## src/lswc_pkg.sv

```systemverilog
// Shared types and constants of the line segment window clipper.
`default_nettype none
package lswc_pkg;

    // Region code of an endpoint: bit3 left, bit2 right, bit1 above, bit0 below
    typedef logic [3:0] t_region;

    localparam t_region RG_NONE  = 4'b0000;
    localparam int      RG_LEFT  = 3;
    localparam int      RG_RIGHT = 2;
    localparam int      RG_ABOVE = 1;
    localparam int      RG_BELOW = 0;

    // Outcome reported with every segment
    typedef enum logic [1:0] {
        VERDICT_INSIDE  = 2'd0,
        VERDICT_CLIPPED = 2'd1,
        VERDICT_REJECT  = 2'd2
    } t_verdict;

    // Configuration register indexes
    typedef enum logic [1:0] {
        REG_LEFT   = 2'd0,
        REG_TOP    = 2'd1,
        REG_RIGHT  = 2'd2,
        REG_BOTTOM = 2'd3
    } t_reg_idx;

    localparam int APB_DATA_BITS = 32;
    localparam int APB_ADDR_BITS = 4;

endpackage
`default_nettype wire

```

## src/lswc_back.sv

```systemverilog
// Output stage: verdict, zeroing of rejected segments, result register.
`default_nettype none
module lswc_back
    import lswc_pkg::*;
#(
    parameter int COORD_BITS = 12
) (
    input  wire logic                         i_clk,
    input  wire logic                         i_rst_n,
    input  wire logic                         i_en,
    input  wire logic                         i_valid,
    input  wire logic signed [COORD_BITS-1:0] i_x0,
    input  wire logic signed [COORD_BITS-1:0] i_y0,
    input  wire logic signed [COORD_BITS-1:0] i_x1,
    input  wire logic signed [COORD_BITS-1:0] i_y1,
    input  wire t_region                      i_c0,
    input  wire t_region                      i_c1,
    input  wire t_region                      i_rs,
    input  wire t_region                      i_re,
    output logic                              o_valid,
    output t_verdict                          o_verdict,
    output logic signed [COORD_BITS-1:0]      o_x0,
    output logic signed [COORD_BITS-1:0]      o_y0,
    output logic signed [COORD_BITS-1:0]      o_x1,
    output logic signed [COORD_BITS-1:0]      o_y1,
    output t_region                           o_rs,
    output t_region                           o_re
);

    t_verdict                     w_verdict;
    logic                         r_valid;
    t_verdict                     r_verdict;
    logic signed [COORD_BITS-1:0] r_x0, r_y0, r_x1, r_y1;
    t_region                      r_rs, r_re;

    // Both codes clear after the rounds means visible
    always_comb begin
        if ((i_c0 | i_c1) == RG_NONE) begin
            w_verdict = ((i_rs | i_re) == RG_NONE) ? VERDICT_INSIDE : VERDICT_CLIPPED;
        end else begin
            w_verdict = VERDICT_REJECT;
        end
    end

    always_ff @(posedge i_clk) begin
        if (!i_rst_n) begin
            r_valid <= 1'b0;
        end else if (i_en) begin
            r_valid <= i_valid;
        end
    end

    always_ff @(posedge i_clk) begin
        if (i_en) begin
            r_verdict <= w_verdict;
            r_x0      <= (w_verdict == VERDICT_REJECT) ? '0 : i_x0;
            r_y0      <= (w_verdict == VERDICT_REJECT) ? '0 : i_y0;
            r_x1      <= (w_verdict == VERDICT_REJECT) ? '0 : i_x1;
            r_y1      <= (w_verdict == VERDICT_REJECT) ? '0 : i_y1;
            r_rs      <= i_rs;
            r_re      <= i_re;
        end
    end

    assign o_valid   = r_valid;
    assign o_verdict = r_verdict;
    assign o_x0      = r_x0;
    assign o_y0      = r_y0;
    assign o_x1      = r_x1;
    assign o_y1      = r_y1;
    assign o_rs      = r_rs;
    assign o_re      = r_re;

endmodule
`default_nettype wire

```

## config.mk

```make
export PLATFORM = sky130hd
export DESIGN_NAME = lswc_back
export DESIGN_NICKNAME = d
export VERILOG_FILES = /design/src/lswc_pkg.sv /design/src/lswc_back.sv
export SDC_FILE = /design/constraint.sdc
export NUM_CORES = 1
export LEC_CHECK = 0
export BUFFER_PORTS_ARGS = -buffer_cell sky130_fd_sc_hd__buf_2
export CAP_MARGIN = 20
export CORE_ASPECT_RATIO = 1.2
export CORE_MARGIN = 5
export CORE_UTILIZATION = 40
export CTS_CLUSTER_SIZE = 10
export DETAILED_ROUTE_END_ITERATION = 6
export GPL_TIMING_DRIVEN = 0
export MAX_ROUTING_LAYER = met4
export PLACE_DENSITY = 0.84
export SLEW_MARGIN = 10
export SYNTH_ARGS = -nofsm -noshare
export SYNTH_HDL_FRONTEND = slang
export SYNTH_SLANG_ARGS = --single-unit
```

## constraint.sdc

```tcl
create_clock -name i_clk -period 1.46 [get_ports i_clk]
set_input_delay 0.219 -clock i_clk [delete_from_list [all_inputs] [get_ports i_clk]]
set_output_delay 0.219 -clock i_clk [all_outputs]
set_load 0.005 [all_outputs]
```

Yosys cells after proc, flatten, opt, wreduce, memory -nomap -nowiden
Index checks and enable logic that the tools add are counted.

cells by class
  eq/ne operators = 1
  multiplexer cells = 2
  bitwise logic cells = 2
  reduce and logical (&&, ||, !) cells = 2

operator list
  operator              count
  $logic_not A4 Y1      2
  $or A4 B4 Y4          2
  $eq A2 B2 Y1 const B  1
  $mux W2               1
  $mux W1               1

word-level totals
  bits in registers = 59
  bits of input ports = 68
  output and inout port bits = 59
  word-level logic and storage cells = 15

Longest topological paths before layout
  depth in word-level cells = 5
  mapped depth = 4
  depth with buffers taken out = 2

Worst setup path after synthesis
Ideal clock, no wire load.

  path type = input to register
  start point = input port i_c1[3]
  end point = register r_verdict[1] (netlist: o_verdict[1]) (data pin)
  setup time = 0.259 ns
  data arrival time = 1.205 ns
  path slack = -0.005 ns
  stages = 4
  path buffers = 2
  path through = or4_4 buf_6 buf_8 or2_1

on the way
  word-level cells in the longest chain between the ends = 3

RTL lines
  what                  line             RTL
  start, declared       lswc_back.sv:17  input wire t_region i_c1,
  $or A4 B4 Y4          lswc_back.sv:38  if ((i_c0 | i_c1) == RG_NONE) begin
  $logic_not A4 Y1      lswc_back.sv:38
  $mux W2               lswc_back.sv:38
  via w_verdict[1]      lswc_back.sv:30  t_verdict w_verdict;
  end signal, assigned  lswc_back.sv:55  r_verdict <= w_verdict;
  end, declared         lswc_back.sv:32  t_verdict r_verdict;

The timed path passes the listed nets, and every way through them passes these cells.
A chain may end at the register's enable or synchronous reset.

Worst setup path in the final report
  start point = input port i_c1[0]
  end point = register r_verdict[1] (netlist: o_verdict[1]) (data pin)

Same word-level chain as after synthesis.

==> key figures <==
Run status
  – Outcome: completed

Clocking
  – Clock sink count: slightly below 60
  – Setup Buffers After CTS: 0
  – Cts hold-fix bufs: 0
  – Reg clk slew, reported paths: 60 ps
  – H-tree levels: 3
  – CTS tree: yes
  – CTS root buf: clkbuf_8
  – Clk_lat worst skew: approximately 330 ps
  – Longest Clk Path Bufs: 2
  – Post-cts sizing count: 0
  – Total CTS buffers: 9

Logic synthesis
  – Area of the mapped netlist: about 0.0024 sq mm
  – Synthesized Nets: about 240
  – Post-Synthesis Cells: between 150 and 200
  – Yosys warns: 0
  – Number of synthesized register bits: slightly below 60
  – Syn Area/Cell: about 14 sq um
  – Sequential share of the synthesized area: 0.7399
  – Cell variety after synth: 17

Job
  – Max cap viols: 0

Power and ir drop
  – Worst vdd ir: about 0.53 mV
  – PwrDens: 1158 mW/mm^2
  – Static Leak: about 1.5 nW

Finish
  – Most common cell after layout, fill and taps aside: buf_2
  – Layout Nets: around 380
  – Final std cell area, no fill: 0.003356 sq mm
  – Share of post-route cells with drive strength above 1: 0.5094
  – Ant diodes: 0
  – Most frequent cells in the layout: 130 x buf_2, 58 x edfxtp_1, 48 x inv_1
  – Synth-to-Final Area Change: 40.94%

Worst setup path
  – CP Launch Type: input pin
  – Data required, critical path: approximately 1500 ps
  – Worst path top cell family by delay: simple AND/OR/NAND/NOR gates
  – Cell Chain, Critical Path: buf_2 > or4_1 > clkbuf_2 > buf_6 > or2_1
  – CP Class: in -> reg
  – Max stage delay cell, worst path: or4_1
  – Critical Path AT: 1350 ps
  – Crit-path max FO: 10
  – Worst Setup End Kind: flip-flop
  – WP buf/inv: 3
  – CP startpoint: i_c1[0]
  – Critical R2R Launch: o_valid
  – Highest cell delay on the worst timing path: about 500 ps

STA
  – RSZ-0062 raised after global routing: false
  – Maximum clock rate: roughly 0.79 GHz
  – WHS: between 80 and 90 ps
  – Endpoints failing hold: 0
  – Max-slew violations: 0
  – TNS Setup: 0 ps
  – Period Utilization, post-route: 0.8721
  – Setup Skew: 0 ps
  – # setup viols final: 0
  – Slew headroom: 0.5967
  – Slew of the pin with the lowest slew margin: slightly above 600 ps
  – Post-layout minimum cycle time: ~1300 ps

Floorplanning
  – Die ar.: between 0.007 and 0.008 sq mm
  – Initial Util: 0.4173
  – Row count: 30
  – Die width: 80.43 um
  – Core area: between 0.005 and 0.006 sq mm
  – Die Y: approximately 95 um
  – Ports: roughly 130

Place
  – Port bufs: 126
  – DP HPWL: 3997 um
  – DP Area: roughly 0.0031 sq mm
  – GP Congestion: roughly 0.7

Global route
  – Initial antenna violation count: 0
  – First-pass GRT wire length: 8059 um
  – Via count of the first global-routing pass: around 1800
  – Largest net degree at the start of global routing: 36
  – Gr ovfl total: 0
  – Tot GR Track Use: 0.1471

Detailed routing
  – Post-DR wirelength/cell: approximately 13 um
  – Vias per cell: 4.367
  – Total number of vias: between 1500 and 2000
  – Detail Route Antenna Nets: 0
  – DRC violations left: 0
  – Initial DRC Count: 75
  – First-pass DRT Iterations: 5
  – Final WL: 5264 um

Worst hold path
  – Hold Startpoint: i_re[1]
  – Tightest Hold Check Type: in -> reg
## power breakdown
group	total (W)	switching (W)	internal [W]	leakage, nW
Clock	0.00161	0.000608	0.00100	0.109
Combinational	0.000307	0.000153	0.000154	0.844
Sequential	0.00197	0.0000208	0.00195	0.562
Total	0.00389	0.000783	0.00310	1.51
## area by class of cell
class	count	area, sq um
Clock buffer	11	141.4
Inverter	48	180.2
Fill cell	503	2350
Timing Repair Buffer	127	650.6
Multi-Input combinational cell	56	336.6
Clock inverter	5	77.57
Tap cell	80	100.1
Buffer	12	107.6
Sequential cell	59	1762
## final timing paths
kind | end | slack, ps | depth (start not counted)
max | o_verdict[1] | 190 | 5
max reg2reg | o_valid | 860 | 2
min reg2reg | o_valid | 530 | 2
min | o_re[1] | 80 | 1
## state kept, by name (all words and copies together), names as in the netlist
register,count
o_valid,1
o_y1,12
o_re,4
o_x1,12
o_y0,12
o_rs,4
o_verdict,2
o_x0,12
## kinds of logic after synthesis
group | after synthesis | share of synthesized area
buffers and inverters | 60 | 0.1188
flip-flops | 59 | 0.7399
AND/OR/NAND/NOR | 54 | 0.1319
AO/OA/AOI/OAI | 1 | 0.005254
multiplexers | 1 | 0.004204
## metal layers
layer	part of all wire	up-vias	track usage	wire length [um]
li1	-	867	-	-
met1	0.37	774	0.1518	1966
met2	0.51	90	0.2507	2697
met3	0.093	7	0.04676	492
met4	0.021	0	0.07324	108
met5	0	-	-	0
## cells in the mapped netlist
master    number  area (sq um)
or4_1          1         7.510
or4_4          1         11.26
a211oi_2       1         12.51
dfxtp_1        1         20.02
mux2i_1        1         10.01
nor2b_1        1         6.260
clkbuf_1       1         3.750
nor3_2         6         60.06
edfxtp_1      58          1742
buf_8          1         15.01
nor3_1        42         210.2
buf_6          5         56.30
buf_2          4         20.02
inv_1         48         180.2
buf_4          1         7.510
nor4_1         2         12.51
or2_1          1         6.260
## through the flow
step	worst slack, ps	power [W]	std cells	utilization
global placement	-171.4	0.002304	381	0.5463
floorplan	7.572	0.002089	175	-
detailed placement	-173.6	0.002320	382	0.5498
CTS	187.0	0.003945	398	0.5882
finish	186.8	0.003887	398	0.5882
global route	171.1	0.004072	398	0.5882
Power figures use the tool's default switching activity.
