File: src/lswc_pkg.sv
// Shared types and constants of the line segment window clipper.
`default_nettype none
package lswc_pkg;

    // Region code of an endpoint: bit3 left, bit2 right, bit1 above, bit0 below
    typedef logic [3:0] t_region;

    localparam t_region RG_NONE  = 4'b0000;
    localparam int      RG_LEFT  = 3;
    localparam int      RG_RIGHT = 2;
    localparam int      RG_ABOVE = 1;
    localparam int      RG_BELOW = 0;

    // Outcome reported with every segment
    typedef enum logic [1:0] {
        VERDICT_INSIDE  = 2'd0,
        VERDICT_CLIPPED = 2'd1,
        VERDICT_REJECT  = 2'd2
    } t_verdict;

    // Configuration register indexes
    typedef enum logic [1:0] {
        REG_LEFT   = 2'd0,
        REG_TOP    = 2'd1,
        REG_RIGHT  = 2'd2,
        REG_BOTTOM = 2'd3
    } t_reg_idx;

    localparam int APB_DATA_BITS = 32;
    localparam int APB_ADDR_BITS = 4;

endpackage
`default_nettype wire

File: src/lswc_region.sv
// Region code of one point against the clip window.
`default_nettype none
module lswc_region
    import lswc_pkg::*;
#(
    parameter int COORD_BITS = 12
) (
    input  wire logic signed [COORD_BITS-1:0] i_x,
    input  wire logic signed [COORD_BITS-1:0] i_y,
    input  wire logic signed [COORD_BITS-1:0] i_left,
    input  wire logic signed [COORD_BITS-1:0] i_top,
    input  wire logic signed [COORD_BITS-1:0] i_right,
    input  wire logic signed [COORD_BITS-1:0] i_bottom,
    output t_region                           o_code
);

    // One compare per window edge
    always_comb begin
        o_code           = RG_NONE;
        o_code[RG_LEFT]  = (i_x < i_left);
        o_code[RG_RIGHT] = (i_x > i_right);
        o_code[RG_ABOVE] = (i_y < i_top);
        o_code[RG_BELOW] = (i_y > i_bottom);
    end

endmodule
`default_nettype wire

File: src/lswc_front.sv
// Input stage: registers the segment and the region codes of its endpoints.
`default_nettype none
module lswc_front
    import lswc_pkg::*;
#(
    parameter int COORD_BITS = 12
) (
    input  wire logic                         i_clk,
    input  wire logic                         i_rst_n,
    input  wire logic                         i_en,
    input  wire logic                         i_valid,
    input  wire logic signed [COORD_BITS-1:0] i_x0,
    input  wire logic signed [COORD_BITS-1:0] i_y0,
    input  wire logic signed [COORD_BITS-1:0] i_x1,
    input  wire logic signed [COORD_BITS-1:0] i_y1,
    input  wire logic signed [COORD_BITS-1:0] i_left,
    input  wire logic signed [COORD_BITS-1:0] i_top,
    input  wire logic signed [COORD_BITS-1:0] i_right,
    input  wire logic signed [COORD_BITS-1:0] i_bottom,
    output logic                              o_valid,
    output logic signed [COORD_BITS-1:0]      o_x0,
    output logic signed [COORD_BITS-1:0]      o_y0,
    output logic signed [COORD_BITS-1:0]      o_x1,
    output logic signed [COORD_BITS-1:0]      o_y1,
    output t_region                           o_c0,
    output t_region                           o_c1
);

    t_region w_c0, w_c1;
    logic                         r_valid;
    logic signed [COORD_BITS-1:0] r_x0, r_y0, r_x1, r_y1;
    t_region                      r_c0, r_c1;

    lswc_region #(.COORD_BITS(COORD_BITS)) u_reg0 (
        .i_x(i_x0), .i_y(i_y0), .i_left(i_left), .i_top(i_top),
        .i_right(i_right), .i_bottom(i_bottom), .o_code(w_c0)
    );

    lswc_region #(.COORD_BITS(COORD_BITS)) u_reg1 (
        .i_x(i_x1), .i_y(i_y1), .i_left(i_left), .i_top(i_top),
        .i_right(i_right), .i_bottom(i_bottom), .o_code(w_c1)
    );

    // Valid bit
    always_ff @(posedge i_clk) begin
        if (!i_rst_n) begin
            r_valid <= 1'b0;
        end else if (i_en) begin
            r_valid <= i_valid;
        end
    end

    // Payload
    always_ff @(posedge i_clk) begin
        if (i_en) begin
            r_x0 <= i_x0;
            r_y0 <= i_y0;
            r_x1 <= i_x1;
            r_y1 <= i_y1;
            r_c0 <= w_c0;
            r_c1 <= w_c1;
        end
    end

    assign o_valid = r_valid;
    assign o_x0    = r_x0;
    assign o_y0    = r_y0;
    assign o_x1    = r_x1;
    assign o_y1    = r_y1;
    assign o_c0    = r_c0;
    assign o_c1    = r_c1;

endmodule
`default_nettype wire

File: config.mk
export PLATFORM = sky130hd
export DESIGN_NAME = lswc_front
export DESIGN_NICKNAME = d
export VERILOG_FILES = /design/src/lswc_pkg.sv /design/src/lswc_region.sv /design/src/lswc_front.sv
export SDC_FILE = /design/constraint.sdc
export NUM_CORES = 1
export LEC_CHECK = 0
export BUFFER_PORTS_ARGS = -buffer_cell sky130_fd_sc_hd__buf_4
export CORE_MARGIN = 5
export CORE_UTILIZATION = 40
export DETAILED_ROUTE_END_ITERATION = 8
export GPL_TIMING_DRIVEN = 0
export PLACE_DENSITY = 0.71
export SYNTH_ARGS = -nofsm -noshare
export SYNTH_HDL_FRONTEND = slang
export SYNTH_SLANG_ARGS = --single-unit
File: constraint.sdc
create_clock -name i_clk -period 1.65 [get_ports i_clk]
set_clock_uncertainty 0.1 [all_clocks]
set_input_delay 0.2475 -clock i_clk [delete_from_list [all_inputs] [get_ports i_clk]]
set_output_delay 0.2475 -clock i_clk [all_outputs]
set_load 0.02 [all_outputs]
After elaboration in Yosys (flattened, before gate mapping):

Index checks and enable logic that the tools add are counted.

* bits in registers: 57
* input bits: 100
* output and inout bits: 57

* $lt $le $gt $ge: 8

Operators by type and width (number)
* $gt A12 B12 Y1: 4
* $lt A12 B12 Y1: 4

Logic depth before layout (Yosys ltp):

* word-level depth: 1
* depth in mapped cells: 7
* mapped depth without buffers: 7

Hierarchy:

A second synthesis with hierarchy kept.

* cells, all modules: 371
* area total of the unflattened synthesis: 4125.2 µm²

Modules (own cells, without submodules)
* lswc_region: times used 2, cells an instance 156, area each 1203.7 µm², sequential area each 0.0 µm²
* lswc_front: times used 1, cells an instance 59, area each 1717.9 µm², sequential area each 1701.6 µm²

Least setup slack after synthesis:

Ideal clock, no wire load.

* kind: in2reg
* from: input i_right[5]
* to: register r_c0[2] (netlist: o_c0[2]) (data pin)
* setup time: 268 ps
* data arrival time: 1314 ps
* data required time: 1282 ps
* setup slack: -31 ps
* cell stages on the path: 7
* buffers on the path: 0
* cells stage by stage: inv_1 -> ha_1 -> a21o_1 -> nand3_2 -> a21oi_2 -> a2111oi_2 -> mux2i_1

* cells in the longest elaborated chain, start to end: 1

Ends and longest elaborated chain
* from (decl): line lswc_front.sv:18 `input wire logic signed [COORD_BITS-1:0] i_right,`
* $gt A12 B12 Y1: line lswc_region.sv:21 `o_code[RG_RIGHT] = (i_x > i_right);`
* net u_reg0.o_code[2]: line lswc_region.sv:14 `output t_region o_code`
* to (signal assigned): line lswc_front.sv:60 `r_c0 <= w_c0;`
* to (decl): line lswc_front.sv:32 `t_region r_c0, r_c1;`

The timed path passes the listed nets, and every way through them passes these cells.
A chain may end at the register's enable or synchronous reset.

Worst setup path after layout:

* from: input i_bottom[1]
* to: register r_c0[0] (netlist: o_c0[0]) (data pin)

* cells in the longest elaborated chain, start to end: 1

Ends and longest elaborated chain
* from (decl): line lswc_front.sv:19 `input wire logic signed [COORD_BITS-1:0] i_bottom,`
* $gt A12 B12 Y1: line lswc_region.sv:23 `o_code[RG_BELOW] = (i_y > i_bottom);`
* net u_reg0.o_code[0]: line lswc_region.sv:14

The timed path passes the listed nets, and every way through them passes these cells.

==> flow_summary_export.csv <==
group,metric,value,unit
power,finalPower,4.438,mW
worst_setup_path,cp_max_fo,2,
clock_network,clk_latency,340,ps
timing,finalCriticalPeriod,1616,ps
logic_synthesis,ys_seq_area_frac,0.4316,
floorplan,core-area,0.009684,mm²
timing,hold_violations,0,
drt,finalWirelength,11.15,mm
clock_network,post-cts-setup-buffers,0,
power,p_per_area,765.8,mW/mm²
global_routing,grt_antenna_before_repair,0,
placement,placed_area,0.005298,mm²
placement,dp.final_hpwl,8.907,mm
timing,max_freq,618.9,MHz
logic_synthesis,synth-simple-area-share,0.07902,
worst_setup_path,cpMaxStageDelayCell,"mux2i_1",
global_routing,track_usage,0.1873,
logic_synthesis,synth_area_per_cell,11.95,µm²
finish,design_area,0.005794,mm²
logic_synthesis,synth.area.mux_share,0.01269,
finish,fillers,818,
logic_synthesis,synth_cells,330,
finish,fin_cells,663,
logic_synthesis,synth_xor_area_frac,0,
drt,num_vias,3364,
clock_network,cts.htree.levels,3,
timing,setup_viol,0,
global_routing,grt_pass1_vias,3576,
floorplan,ioPinCount,157,
drt,first_pass_iters,4,
flow_run,cap_violations,0,
finish,nNetsFinal,717,
drt,viasPerCell,5.074,
worst_setup_path,critical_path.max_stage_delay,280,ps
worst_setup_path,cp.depth,8,
logic_synthesis,syn_nets,522,
timing,slew_viol_final,0,
placement,portBuffers,156,
drt,drt_iter0_drc,145,
floorplan,num_rows,36,
logic_synthesis,syn_area,0.003943,mm²
finish,antenna_cells,0,
clock_network,cts_tree,"built",
clock_network,clkSinkCount,57,
clock_network,root_buffer,"clkbuf_8",
clock_network,clk_path_buf_depth,2,
worst_setup_path,critPathCaptureType,"flip-flop",
worst_setup_path,arrival,1700,ps
timing,fin_crit_sh,0.9793,
logic_synthesis,synth_top_family_by_area,"adder cells",
global_routing,grt_pass1_wl,17.00,mm
clock_network,cts_buffers,9,
global_routing,grt_max_degree,58,
logic_synthesis,synth_seq_cells,57,
timing,slew_headroom,0.5001,
drt,ant_nets,0,
worst_setup_path,cp_data_required_time,1730,ps
worst_setup_path,path_class,"input pin to flip-flop",
global_routing,gr-total-overflow,0,
placement,dp.cells,619,
worst_setup_path,crit_chain,"buf_4, inv_2, ha_1, nor2b_1, o211ai_1, a211oi_1, a2111oi_2, mux2i_1",
power,max-vdd-ir-drop,0.3285,mV
timing,tightestPinTransition,749.8,ps
floorplan,fp.dieArea,0.01194,mm²
drt,drc_errors,0,
logic_synthesis,yosysWarnings,0,
clock_network,clkTransAtPathRegs,70,ps
run_status,outcome,"complete, no violations",
drt,wl_per_cell,16.82,µm
hold_path,whs_path_depth,1,
power,p_leak,2.830,nW
placement,place_congestion,0.8812,
finish,area_growth,46.97,%
hold_path,hold_path_class,"input pin to flip-flop",
floorplan,fp.dieH,109.3,µm
worst_setup_path,start_kind,"input pin",
finish,finish.utilization,0.5983,
worst_setup_path,critical_path.top_delay_family,"compound AO/OA/AOI/OAI gates",
logic_synthesis,synth_adder_area_share,0.2920,
logic_synthesis,synth-compound-area-share,0.1342,
floorplan,initial_core_util,0.4071,
worst_setup_path,critPathBufInv,2,
floorplan,fp.dieW,109.3,µm
timing,rsz0062_at_grt,"true",
worst_setup_path,r2r_cells,2,
finish,drive_gt1_frac,0.3547,
logic_synthesis,synth_cell_types,27,
-- power breakdown --
group / switching, mW / internal [mW]
clock network: 0.617 / 0.834
logic: 0.628 / 0.591
registers: 0.0357 / 1.73
-- sequential cells by signal, indices dropped and copies added (netlist names) --
register and cells:
o_y1 12, o_c1 4, o_c0 4, o_x1 12
o_valid 1, o_y0 12, o_x0 12
-- stage by stage --
step                      hold WS (ps)  worst slack (ps)  TNS (ps)
after floorplan                  246.4            -18.26    -18.26
after global placement           338.6            -247.5     -1504
after detailed placement         343.9            -293.6     -1689
after CTS                       0.3571             43.78         0
after global routing            0.6006            -34.62    -34.62
final                            11.66             34.18         0
-- Yosys cell counts --
master / number / share of area
a211oi_1: 8 / 0.015
a21o_1: 13 / 0.025
o211ai_2: 2 / 0.0063
nand4b_1: 2 / 0.0044
a2111oi_2: 4 / 0.015
nand4_1: 20 / 0.032
mux2i_1: 5 / 0.013
nor2b_4: 2 / 0.0070
o211ai_1: 6 / 0.011
nand3_1: 5 / 0.0063
a21boi_0: 4 / 0.0076
nand3_2: 3 / 0.0076
o22ai_1: 1 / 0.0016
dfxtp_1: 1 / 0.0051
o32ai_1: 3 / 0.0067
a22oi_1: 1 / 0.0019
a21oi_2: 3 / 0.0067
nor2_1: 7 / 0.0067
inv_1: 53 / 0.050
o21ai_0: 2 / 0.0025
nand2_1: 6 / 0.0057
ha_1: 92 / 0.29
nor2b_1: 4 / 0.0063
edfxtp_1: 56 / 0.43
a21oi_1: 21 / 0.027
and3_1: 2 / 0.0032
o31ai_1: 4 / 0.0076
-- what timing repair did --
action	in CTS	in global routing
hold endpoints to repair	26	2
gates resized for setup	0	1
hold buffers	26	2
endpoints found under the setup margin	0	2
-- layout make-up --
| cell class | instances | area (µm²) | share of cell area |
|---|---|---|---|
| Inverter | 53 | 198.9 | 0.03433 |
| Clock inverter | 7 | 85.08 | 0.01468 |
| Clock buffer | 9 | 123.9 | 0.02138 |
| Timing Repair Buffer | 184 | 1451 | 0.2505 |
| Sequential cell | 57 | 1702 | 0.2937 |
| Tap cell | 133 | 166.4 | 0.02872 |
| Multi-Input combinational cell | 220 | 2067 | 0.3567 |
-- per-layer routing --
metal | up-vias | global-route usage | share of wire
met3 | 26 | 0.03908 | 0.069
met5 | - | 0 | 0
met1 | 1566 | 0.2178 | 0.40
met2 | 119 | 0.3342 | 0.50
met4 | 0 | 0.07658 | 0.028
li1 | 1653 | - | -
-- cell usage in the layout (no fill, tap or decap), types with 2 or more instances in the layout --
cell / count
a211oi_1: 7
nand4b_1: 2
dlygate4sd3_1: 28
o32ai_1: 2
clkbuf_8: 9
buf_4: 156
nand3_2: 3
a21oi_1: 21
mux2i_1: 5
inv_1: 52
clkinv_2: 2
o21ai_0: 2
nor2b_4: 2
ha_1: 91
nand4_1: 20
o31ai_1: 4
a21o_1: 13
bufinv_16: 2
clkinv_1: 2
o211ai_1: 6
and3_1: 2
nor2b_1: 4
o211ai_2: 2
edfxtp_1: 56
a2111oi_2: 4
a21oi_2: 3
a21boi_0: 4
nand2_1: 6
nor2_1: 7
nand3_1: 5
-- cell families (layout without fill, tap and decap cells) --
logic type,count (synthesis),count (layout)
adders and majority gates,92,92
AOI/OAI and AO/OA,72,72
DFF,57,57
buffers and inverters,53,253
and+or+nand+nor,51,51
muxes,5,5
-- final timing paths --
check / start / end / slack, ps
min: i_y0[3] / o_y0[3] / 10
min reg2reg: o_valid / o_valid / 430
max reg2reg: o_valid / o_valid / 960
max: i_bottom[1] / o_c0[0] / 30
No activity file was read; power rests on OpenSTA's default activity.
