`src/lswc_pkg.sv`:
```
// Shared types and constants of the line segment window clipper.
`default_nettype none
package lswc_pkg;

    // Region code of an endpoint: bit3 left, bit2 right, bit1 above, bit0 below
    typedef logic [3:0] t_region;

    localparam t_region RG_NONE  = 4'b0000;
    localparam int      RG_LEFT  = 3;
    localparam int      RG_RIGHT = 2;
    localparam int      RG_ABOVE = 1;
    localparam int      RG_BELOW = 0;

    // Outcome reported with every segment
    typedef enum logic [1:0] {
        VERDICT_INSIDE  = 2'd0,
        VERDICT_CLIPPED = 2'd1,
        VERDICT_REJECT  = 2'd2
    } t_verdict;

    // Configuration register indexes
    typedef enum logic [1:0] {
        REG_LEFT   = 2'd0,
        REG_TOP    = 2'd1,
        REG_RIGHT  = 2'd2,
        REG_BOTTOM = 2'd3
    } t_reg_idx;

    localparam int APB_DATA_BITS = 32;
    localparam int APB_ADDR_BITS = 4;

endpackage
`default_nettype wire

```
`src/lswc_region.sv`:
```
// Region code of one point against the clip window.
`default_nettype none
module lswc_region
    import lswc_pkg::*;
#(
    parameter int COORD_BITS = 12
) (
    input  wire logic signed [COORD_BITS-1:0] i_x,
    input  wire logic signed [COORD_BITS-1:0] i_y,
    input  wire logic signed [COORD_BITS-1:0] i_left,
    input  wire logic signed [COORD_BITS-1:0] i_top,
    input  wire logic signed [COORD_BITS-1:0] i_right,
    input  wire logic signed [COORD_BITS-1:0] i_bottom,
    output t_region                           o_code
);

    // One compare per window edge
    always_comb begin
        o_code           = RG_NONE;
        o_code[RG_LEFT]  = (i_x < i_left);
        o_code[RG_RIGHT] = (i_x > i_right);
        o_code[RG_ABOVE] = (i_y < i_top);
        o_code[RG_BELOW] = (i_y > i_bottom);
    end

endmodule
`default_nettype wire

```
`src/lswc_div.sv`:
```
// Pipelined restoring divider: one quotient bit per stage, side data rides along.
`default_nettype none
module lswc_div #(
    parameter int QBITS = 12,
    parameter int SIDE_BITS = 8
) (
    input  wire logic                   i_clk,
    input  wire logic                   i_rst_n,
    input  wire logic                   i_en,
    input  wire logic                   i_valid,
    input  wire logic [2*QBITS-1:0]     i_num,
    input  wire logic [QBITS-1:0]       i_den,
    input  wire logic [SIDE_BITS-1:0]   i_side,
    output logic                        o_valid,
    output logic [QBITS-1:0]            o_quo,
    output logic [SIDE_BITS-1:0]        o_side
);

    localparam int NB = 2 * QBITS;

    logic                 r_v    [0:QBITS-1];
    logic [NB-1:0]        r_rem  [0:QBITS-1];
    logic [QBITS-1:0]     r_quo  [0:QBITS-1];
    logic [QBITS-1:0]     r_den  [0:QBITS-1];
    logic [SIDE_BITS-1:0] r_side [0:QBITS-1];

    // Stage k decides quotient bit QBITS-1-k
    for (genvar k = 0; k < QBITS; k++) begin : g_stage
        localparam int SH = QBITS - 1 - k;
        logic                 w_v;
        logic [NB-1:0]        w_rem;
        logic [QBITS-1:0]     w_quo;
        logic [QBITS-1:0]     w_den;
        logic [SIDE_BITS-1:0] w_side;
        logic [NB-1:0]        w_dsh;
        logic                 w_ge;
        logic [QBITS-1:0]     w_qn;

        if (k == 0) begin : g_first
            assign w_v    = i_valid;
            assign w_rem  = i_num;
            assign w_quo  = '0;
            assign w_den  = i_den;
            assign w_side = i_side;
        end else begin : g_next
            assign w_v    = r_v[k-1];
            assign w_rem  = r_rem[k-1];
            assign w_quo  = r_quo[k-1];
            assign w_den  = r_den[k-1];
            assign w_side = r_side[k-1];
        end

        assign w_dsh = {{QBITS{1'b0}}, w_den} << SH;
        assign w_ge  = (w_rem >= w_dsh);
        assign w_qn  = w_quo | ({{(QBITS-1){1'b0}}, w_ge} << SH);

        always_ff @(posedge i_clk) begin
            if (!i_rst_n) begin
                r_v[k] <= 1'b0;
            end else if (i_en) begin
                r_v[k] <= w_v;
            end
        end

        always_ff @(posedge i_clk) begin
            if (i_en) begin
                r_rem[k]  <= w_ge ? (w_rem - w_dsh) : w_rem;
                r_quo[k]  <= w_qn;
                r_den[k]  <= w_den;
                r_side[k] <= w_side;
            end
        end
    end

    assign o_valid = r_v[QBITS-1];
    assign o_quo   = r_quo[QBITS-1];
    assign o_side  = r_side[QBITS-1];

endmodule
`default_nettype wire

```
`src/lswc_round.sv`:
```
// One clipping round: pick endpoint and edge, multiply, divide, move the endpoint.
`default_nettype none
module lswc_round
    import lswc_pkg::*;
#(
    parameter int COORD_BITS = 12
) (
    input  wire logic                         i_clk,
    input  wire logic                         i_rst_n,
    input  wire logic                         i_en,
    input  wire logic                         i_valid,
    input  wire logic signed [COORD_BITS-1:0] i_x0,
    input  wire logic signed [COORD_BITS-1:0] i_y0,
    input  wire logic signed [COORD_BITS-1:0] i_x1,
    input  wire logic signed [COORD_BITS-1:0] i_y1,
    input  wire t_region                      i_c0,
    input  wire t_region                      i_c1,
    input  wire t_region                      i_rs,
    input  wire t_region                      i_re,
    input  wire logic signed [COORD_BITS-1:0] i_left,
    input  wire logic signed [COORD_BITS-1:0] i_top,
    input  wire logic signed [COORD_BITS-1:0] i_right,
    input  wire logic signed [COORD_BITS-1:0] i_bottom,
    output logic                              o_valid,
    output logic signed [COORD_BITS-1:0]      o_x0,
    output logic signed [COORD_BITS-1:0]      o_y0,
    output logic signed [COORD_BITS-1:0]      o_x1,
    output logic signed [COORD_BITS-1:0]      o_y1,
    output t_region                           o_c0,
    output t_region                           o_c1,
    output t_region                           o_rs,
    output t_region                           o_re
);

    localparam int C  = COORD_BITS;
    localparam int D  = C + 1;          // difference width
    localparam int P  = 2 * D;          // product width
    localparam int IB = 4 * C + 16;     // segment plus four codes
    localparam int SB = IB + 3 + 2 * C + 2;

    // ---- Stage A: choose endpoint and edge, form differences
    logic                 w_act, w_first, w_vert;
    t_region              w_c;
    logic signed [C-1:0]  w_px, w_py, w_qx, w_qy, w_e, w_pi, w_pd, w_qi, w_qd;

    always_comb begin
        w_act   = !((i_c0 | i_c1) == RG_NONE || (i_c0 & i_c1) != RG_NONE);
        w_first = (i_c0 != RG_NONE);
        w_c     = w_first ? i_c0 : i_c1;
        w_px    = w_first ? i_x0 : i_x1;
        w_py    = w_first ? i_y0 : i_y1;
        w_qx    = w_first ? i_x1 : i_x0;
        w_qy    = w_first ? i_y1 : i_y0;
        w_vert  = w_c[RG_LEFT] | w_c[RG_RIGHT];
        if (w_c[RG_LEFT]) begin
            w_e = i_left;
        end else if (w_c[RG_RIGHT]) begin
            w_e = i_right;
        end else if (w_c[RG_ABOVE]) begin
            w_e = i_top;
        end else begin
            w_e = i_bottom;
        end
        w_pi = w_vert ? w_px : w_py;
        w_pd = w_vert ? w_py : w_px;
        w_qi = w_vert ? w_qx : w_qy;
        w_qd = w_vert ? w_qy : w_qx;
    end

    logic                r_a_valid, r_a_act, r_a_first, r_a_vert;
    logic [IB-1:0]       r_a_item;
    logic signed [C-1:0] r_a_e, r_a_pd;
    logic signed [D-1:0] r_a_den, r_a_dn, r_a_de;

    always_ff @(posedge i_clk) begin
        if (!i_rst_n) begin
            r_a_valid <= 1'b0;
        end else if (i_en) begin
            r_a_valid <= i_valid;
        end
    end

    always_ff @(posedge i_clk) begin
        if (i_en) begin
            r_a_item  <= {i_x0, i_y0, i_x1, i_y1, i_c0, i_c1, i_rs, i_re};
            r_a_act   <= w_act;
            r_a_first <= w_first;
            r_a_vert  <= w_vert;
            r_a_e     <= w_e;
            r_a_pd    <= w_pd;
            r_a_den   <= D'(w_qi) - D'(w_pi);
            r_a_dn    <= D'(w_qd) - D'(w_pd);
            r_a_de    <= D'(w_e) - D'(w_pi);
        end
    end

    // ---- Stage B: product, magnitudes and sign of the quotient
    logic signed [P-1:0] w_prod;
    logic [P-1:0]        w_pabs;
    logic [D-1:0]        w_dabs;

    assign w_prod = P'(r_a_dn) * P'(r_a_de);
    assign w_pabs = w_prod[P-1] ? (-w_prod) : w_prod;
    assign w_dabs = r_a_den[D-1] ? (-r_a_den) : r_a_den;

    logic            r_b_valid;
    logic [2*C-1:0]  r_b_num;
    logic [C-1:0]    r_b_den;
    logic [SB-1:0]   r_b_side;

    always_ff @(posedge i_clk) begin
        if (!i_rst_n) begin
            r_b_valid <= 1'b0;
        end else if (i_en) begin
            r_b_valid <= r_a_valid;
        end
    end

    always_ff @(posedge i_clk) begin
        if (i_en) begin
            r_b_num  <= w_pabs[2*C-1:0];
            r_b_den  <= w_dabs[C-1:0];
            r_b_side <= {r_a_item, r_a_act, r_a_first, r_a_vert, r_a_e, r_a_pd,
                         w_prod[P-1] ^ r_a_den[D-1], (r_a_den == '0)};
        end
    end

    // ---- Divider stages
    logic           w_d_valid;
    logic [C-1:0]   w_quo;
    logic [SB-1:0]  w_side;

    lswc_div #(.QBITS(C), .SIDE_BITS(SB)) u_div (
        .i_clk(i_clk), .i_rst_n(i_rst_n), .i_en(i_en),
        .i_valid(r_b_valid), .i_num(r_b_num), .i_den(r_b_den), .i_side(r_b_side),
        .o_valid(w_d_valid), .o_quo(w_quo), .o_side(w_side)
    );

    // ---- Stage F: add the offset, move the endpoint, recompute its code
    logic signed [C-1:0] f_x0, f_y0, f_x1, f_y1, f_e, f_pd, f_nx, f_ny;
    t_region             f_c0, f_c1, f_rs, f_re, w_ncode;
    logic                f_act, f_first, f_vert, f_neg, f_dz;
    logic signed [D-1:0] w_qs, w_sum;
    logic signed [C-1:0] w_coord;

    assign {f_x0, f_y0, f_x1, f_y1, f_c0, f_c1, f_rs, f_re,
            f_act, f_first, f_vert, f_e, f_pd, f_neg, f_dz} = w_side;

    always_comb begin
        w_qs    = f_dz ? '0 : (f_neg ? -D'(w_quo) : D'(w_quo));
        w_sum   = D'(f_pd) + w_qs;
        w_coord = w_sum[C-1:0];
        f_nx    = f_vert ? f_e : w_coord;
        f_ny    = f_vert ? w_coord : f_e;
    end

    lswc_region #(.COORD_BITS(C)) u_nreg (
        .i_x(f_nx), .i_y(f_ny), .i_left(i_left), .i_top(i_top),
        .i_right(i_right), .i_bottom(i_bottom), .o_code(w_ncode)
    );

    logic                r_f_valid;
    logic signed [C-1:0] r_x0, r_y0, r_x1, r_y1;
    t_region             r_c0, r_c1, r_rs, r_re;

    always_ff @(posedge i_clk) begin
        if (!i_rst_n) begin
            r_f_valid <= 1'b0;
        end else if (i_en) begin
            r_f_valid <= w_d_valid;
        end
    end

    always_ff @(posedge i_clk) begin
        if (i_en) begin
            r_x0 <= (f_act && f_first) ? f_nx : f_x0;
            r_y0 <= (f_act && f_first) ? f_ny : f_y0;
            r_c0 <= (f_act && f_first) ? w_ncode : f_c0;
            r_x1 <= (f_act && !f_first) ? f_nx : f_x1;
            r_y1 <= (f_act && !f_first) ? f_ny : f_y1;
            r_c1 <= (f_act && !f_first) ? w_ncode : f_c1;
            r_rs <= f_rs;
            r_re <= f_re;
        end
    end

    assign o_valid = r_f_valid;
    assign o_x0    = r_x0;
    assign o_y0    = r_y0;
    assign o_x1    = r_x1;
    assign o_y1    = r_y1;
    assign o_c0    = r_c0;
    assign o_c1    = r_c1;
    assign o_rs    = r_rs;
    assign o_re    = r_re;

endmodule
`default_nettype wire

```
`config.mk`:
```
export PLATFORM = sky130hd
export DESIGN_NAME = lswc_round
export DESIGN_NICKNAME = d
export VERILOG_FILES = /design/src/lswc_pkg.sv /design/src/lswc_region.sv /design/src/lswc_div.sv /design/src/lswc_round.sv
export SDC_FILE = /design/constraint.sdc
export NUM_CORES = 2
export LEC_CHECK = 0
export BUFFER_PORTS_ARGS = -buffer_cell sky130_fd_sc_hd__buf_2
export CELL_PAD_IN_SITES_DETAIL_PLACEMENT = 0
export CELL_PAD_IN_SITES_GLOBAL_PLACEMENT = 1
export CORE_AREA = 2 2 426 428
export DETAILED_ROUTE_END_ITERATION = 6
export DIE_AREA = 0 0 428 430
export GPL_TIMING_DRIVEN = 0
export PLACE_DENSITY_LB_ADDON = 0.05
export SLEW_MARGIN = 15
export SYNTH_ARGS = -nofsm -noshare
export SYNTH_HDL_FRONTEND = slang
export SYNTH_SLANG_ARGS = --single-unit
```
`constraint.sdc`:
```
create_clock -name i_clk -period 15.4 [get_ports i_clk]
set_input_delay 0 -clock i_clk [delete_from_list [all_inputs] [get_ports i_clk]]
set_output_delay 0 -clock i_clk [all_outputs]
set_load 0.05 [all_outputs]
```
# Word-level counts from Yosys, hierarchy flattened
# Memories as Yosys holds them, arrays and structs flattened. A register that Yosys moved wholly into a read port is not among the register bits.
# Cells that the tools add are included.
# totals
ff_bits	325
latch_bits	0
mem_bits_rw	1704
mem_bits_ro	0
output_inout_bits	65
elab_cells	153
mem_count	5
# classes
n_addsub	19
multipliers	1
n_div	0
n_lt_le_gt_ge	16
eq_ne	0
shifts	0
muxes	53
bitwise_logic	27
reduce_logical	10
# memory_table
name	depth	width	rd	rd_clocked_by_memory_dff	write_ports	line	text
u_div.r_side	12	93	12	0	12	lswc_div.sv:25	logic [SIDE_BITS-1:0] r_side [0:QBITS-1];
u_div.r_rem	12	24	11	0	12	lswc_div.sv:22	logic [NB-1:0] r_rem [0:QBITS-1];
u_div.r_den	12	12	11	0	12	lswc_div.sv:24	logic [QBITS-1:0] r_den [0:QBITS-1];
u_div.r_quo	12	12	12	0	12	lswc_div.sv:23	logic [QBITS-1:0] r_quo [0:QBITS-1];
u_div.r_v	12	1	12	1	12	lswc_div.sv:21	logic r_v [0:QBITS-1];
# ops
cell	n
$mux W24	13
$mux W12	20
$sub A12 B12 Y13	3
$mul A13 B13 Y26	1
$ge A24 B12 Y1	1
$ge A24 B13 Y1	1
$ge A24 B14 Y1	1
$ge A24 B15 Y1	1
$ge A24 B16 Y1	1
$ge A24 B17 Y1	1
$ge A24 B18 Y1	1
$ge A24 B19 Y1	1
$ge A24 B20 Y1	1
$ge A24 B21 Y1	1
$ge A24 B22 Y1	1
$ge A24 B23 Y1	1
$gt A12 B12 Y1	2
$lt A12 B12 Y1	2
$neg A12 Y12	2
$neg A24 Y24	1
$sub A24 B12 Y24	1
$sub A24 B13 Y24	1
$sub A24 B14 Y24	1
$sub A24 B15 Y24	1
32 further kinds	66

# Longest topological paths before layout
# An unclocked memory read counts as a cell.
# logic_depth
word_depth	8
ltp_mapped	24
mapped_depth_nobuf	22

# Hierarchy
# A second synthesis with hierarchy kept.
# unflattened
hier_cells	5080
area_unflattened_um2	80841.3
# by_module_without_submodules
mod	instances	cells_per_inst	area_each_um2	seq_area_each_um2
lswc_div	1	3080	58114.5	48096.1
lswc_round	1	1844	21523.1	9759.4
lswc_region	1	156	1203.7	0.0

# Worst setup path after synthesis
# No wires, ideal clock.
# synth_path
path_kind	reg-to-reg
startpoint	register r_a_dn[12]
endpoint	register r_b_num[13], data pin
arrival_ns	6.087
t_required_ns	15.132
slack_ns	9.044
stages_incl_launch_ff	22
n_path_buf	3
cell_sequence	edfxtp_1 -> clkbuf_1 -> and2_1 -> fa_1 -> inv_1 -> fa_1 -> inv_1 -> fa_1 -> fa_1 -> fa_1 -> ha_1 -> ha_1 -> clkbuf_1 -> a21oi_1 -> o21ai_0 -> a21oi_1 -> a21oi_1 -> or3_1 -> nand3_1 -> buf_2 -> a21oi_1 -> xnor2_1
# synth_via
elab_chain_len	3
# synth_lines
element	line	text
start: declaration	lswc_round.sv:73	logic signed [D-1:0] r_a_den, r_a_dn, r_a_de;
start signal: assignment	lswc_round.sv:92	r_a_dn <= D'(w_qd) - D'(w_pd);
$mul A13 B13 Y26 (*)	lswc_round.sv:102	assign w_prod = P'(r_a_dn) * P'(r_a_de);
$neg A24 Y24	lswc_round.sv:103	assign w_pabs = w_prod[P-1] ? (-w_prod) : w_prod;
$mux W24 (*)	lswc_round.sv:103	
via w_pabs[13]	lswc_round.sv:99	logic [P-1:0] w_pabs;
end signal: assignment	lswc_round.sv:121	r_b_num <= w_pabs[2*C-1:0];
end: declaration	lswc_round.sv:107	logic [2*C-1:0] r_b_num;
# Mark *: on every way through the listed nets, which the timed path passes. The rest lies on a longest branch.
# A chain may end at the register's enable or synchronous reset.

# Final worst setup path
# layout_path
startpoint	register r_a_de[1]
endpoint	register r_b_num[12], data pin
# layout_via
elab_chain_len	3
# layout_lines
element	line	text
start: declaration	lswc_round.sv:73	
start signal: assignment	lswc_round.sv:93	r_a_de <= D'(w_e) - D'(w_pi);
$mul A13 B13 Y26 (*)	lswc_round.sv:102	
$neg A24 Y24	lswc_round.sv:103	
$mux W24 (*)	lswc_round.sv:103	
via w_pabs[12]	lswc_round.sv:99	
# Marked as above.

==> reports/results.tsv <==
metric	value	unit
Row Count	156	
kind of critical path	register to register	
H-tree depth	4	
worst hold path cell count	2	
worst-path fanout max	10	
first-pass GRT wire length	234000	um
layout cells sized above 1	9.56	%
register-to-register path setup slack	7.80	ns
violation count after the first detailed-route iteration	2804	
Slowest-stage cell, CP	fa_1	
met3 wire len	4680	um
Tcrit/Tclk final	49.3	%
Seq/Total Area, Yosys	72.1	%
Final Hold Fails	0	
initial antenna violation count	12	
gr usage total	16.4	%
Mapped Area	0.0802	mm^2
classification of the worst-slack hold path	primary input to register	
Hold Path Origin	i_x0[2]	
drt first pass iters	5	
Starting Density	44.6	%
Core Region	0.180	mm^2
Nets	6256	
detailed placement HPWL	105000	um
Yosys cell types	75	
number of synthesized flops with an enable pin	1924	
fin. max-slew vios	0	
max_slew headroom	23.2	%
pre-CTS setup slack	7.77	ns
Synth async-reset ratio	0	%
startpoint type of the worst setup path	register	
unrepaired setup endpoints after global routing	false	
Tightest Pin Transition	1.14	ns
Top Layer Used	met5	
largest net degree at the start of global routing	158	
Area Growth Syn to Fin	15.7	%
die height	430	um
Max-Cap Viols	0	
vias in the first global route	40702	
DR vias	39758	
worst setup margin	7.80	ns
Synth Register Bits	1928	
Final ANT Viol Nets	0	
clock-pin transition on the worst setup and hold timing paths	0.06	ns
Syn Inst Count	5090	
R2R depth	21	
DR DRC count	0	
gr ovfl total	0	
Post-Syn Area per Cell	15.8	um^2
Ports	181	
CP top delay family	adder cells	
Post-Syn Nets	5690	
Worst EP arrival	8.15	ns
Critical Path Most Common Cell	fa_1	
cell accounting for the most synthesized area	edfxtp_1	
maximum buffer depth of the clock tree	3	
critical path cell sequence	clkbuf_1 -> and2_1 -> fa_1 -> inv_1 -> fa_1 -> inv_1 -> fa_1 -> fa_1 -> fa_1 -> ha_1 -> ha_1 -> clkbuf_1 -> a21oi_1 -> o21ai_0 -> a21oi_1 -> a21oi_1 -> or3_1 -> nand3_1 -> buf_2 -> nor2_1 -> xnor2_1	
most frequent cells in the layout	edfxtp_1, inv_1, nand2_1	
DIE AREA	0.184	mm^2
Die X	428	um
filler instances	14968	
area fraction of the dominant cell type after synthesis	72.0	%
top_reg_cell synth	edfxtp_1	
Period minus WS final	7.60	ns
routed via count divided by cell count	4.85	
warning count from the yosys run	0	
Synth area leaders	edfxtp_1, ha_1, fa_1	
Num CTS Buffers	197	
Metal-1 WL	68200	um
Worst Hold End	r_a_item[54]	
status	complete, no violations	
Avg WL per Cell	18.0	um
Fmax	0.132	GHz
met2 routed WL	71000	um
crit-path max cell delay	0.83	ns
Clock Latency Late Sink	0.84	ns
CTS tree	done	
Routed WL	148000	um
WP data required	15.95	ns
Critical Path Sink Type	register	
reg2reg start	r_a_de[1]	
CTS resizes	0	
Clock Skew	0.0712	ns
r2r endpoint	r_b_num[12]	
Fin Setup TNS	0	ns
gpl congestion	0.819	
Root Driver	clkbuf_16	
# port buffers	180	
endpoints failing setup	0	
worst path bufs/invs	5	
Sink Count	1928	
leading cell type in the layout, fill and taps excluded	edfxtp_1	
[per-layer routing]
layer / GRT usage [%] / vias to the layer above
li1: - / 19781
met4: 5.34 / 2
met3: 2.67 / 253
met5: 0 / -
met1: 22.3 / 19139
met2: 27.0 / 583
[synthesized netlist by cell type, types with 12 or more instances]
library cell,count
nor3_1,59
mux2i_1,104
a21boi_0,32
a211oi_1,14
nand3_1,49
nor2_1,244
o21a_1,34
and3_1,26
nand2b_1,39
a31oi_1,14
nand2_1,361
nor4_1,37
ha_1,307
inv_1,457
clkbuf_1,82
or3_1,26
o211ai_1,15
o41ai_1,12
a21o_1,69
edfxtp_1,1924
fa_1,177
o31ai_1,16
nand4b_1,14
xnor2_1,162
mux2_2,24
nor2b_1,45
o21ai_0,202
nand4_1,26
or2_2,12
and2_1,102
a21oi_1,184
xor2_1,91
[final cells by class]
type,count,area (um^2),area share [%]
diodes,7,17.5,0.0189
plain buffers,94,375,0.405
clock buffers,228,5050,5.44
clock inverters,131,1520,1.64
inverters,460,1730,1.86
multi-input cells,2608,20300,21.8
flip-flops and latches,1928,57900,62.4
well taps,2370,2970,3.20
repair buffers,367,3000,3.24
[logic make-up after synthesis]
| logic type | share of synthesized area, % |
|---|---|
| buffers and inverters | 2.62 |
| AO/OA/AOI/OAI | 5.08 |
| XOR/XNOR | 2.76 |
| flip-flops | 72.1 |
| multiplexers | 1.63 |
| AND/OR/NAND/NOR | 6.56 |
| adder cells (fa/ha/maj) | 9.21 |
[state kept, by name, summed over array words and instances, names as in the netlist, 24 cells and up]
name and count:
u_div.r_side 1116, r_b_num 24, u_div.r_quo 78, u_div.r_rem 264
u_div.r_den 132, r_b_side 93, r_a_item 64
[worst max-delay path by stage]
stage	startpoint	endpoint	slack, ns	depth (start not counted)
final	r_a_de[1]	r_b_num[12]	7.80	21
after global routing	r_a_de[1]	r_b_num[7]	7.37	21
after CTS	r_a_de[1]	r_b_num[13]	7.74	21
after detailed placement	r_a_de[1]	r_b_num[12]	7.77	21
after global placement	i_en	u_div.r_side[5][135]	-15.57	1
after floorplan	r_a_dn[12]	r_b_num[13]	9.04	21
[what timing repair did]
item | in CTS | in global routing
hold buffers | 161 | 0
setup buffers | 0 | 0
endpoints found under the hold margin | 318 | 0
endpoints found under the setup margin | 0 | 0
[through the flow]
stage / cell area [um^2] / instances / util, % / hold slack (ns)
6_report: 92800 / 8193 / 51.6 / 0.0643
4_1_cts: 92800 / 8186 / 51.6 / 0.00463
5_1_grt: 92800 / 8188 / 51.6 / 0.0447
2_1_floorplan: 80200 / 5090 / - / 0.0989
3_5_place_dp: 84600 / 7666 / 47.0 / 0.178
3_3_place_gp: 84100 / 7640 / 46.8 / 0.176
Power is left out: the tool's default activity adds up to more than one toggle a clock period on the data nets, which glitch-free logic cannot reach.
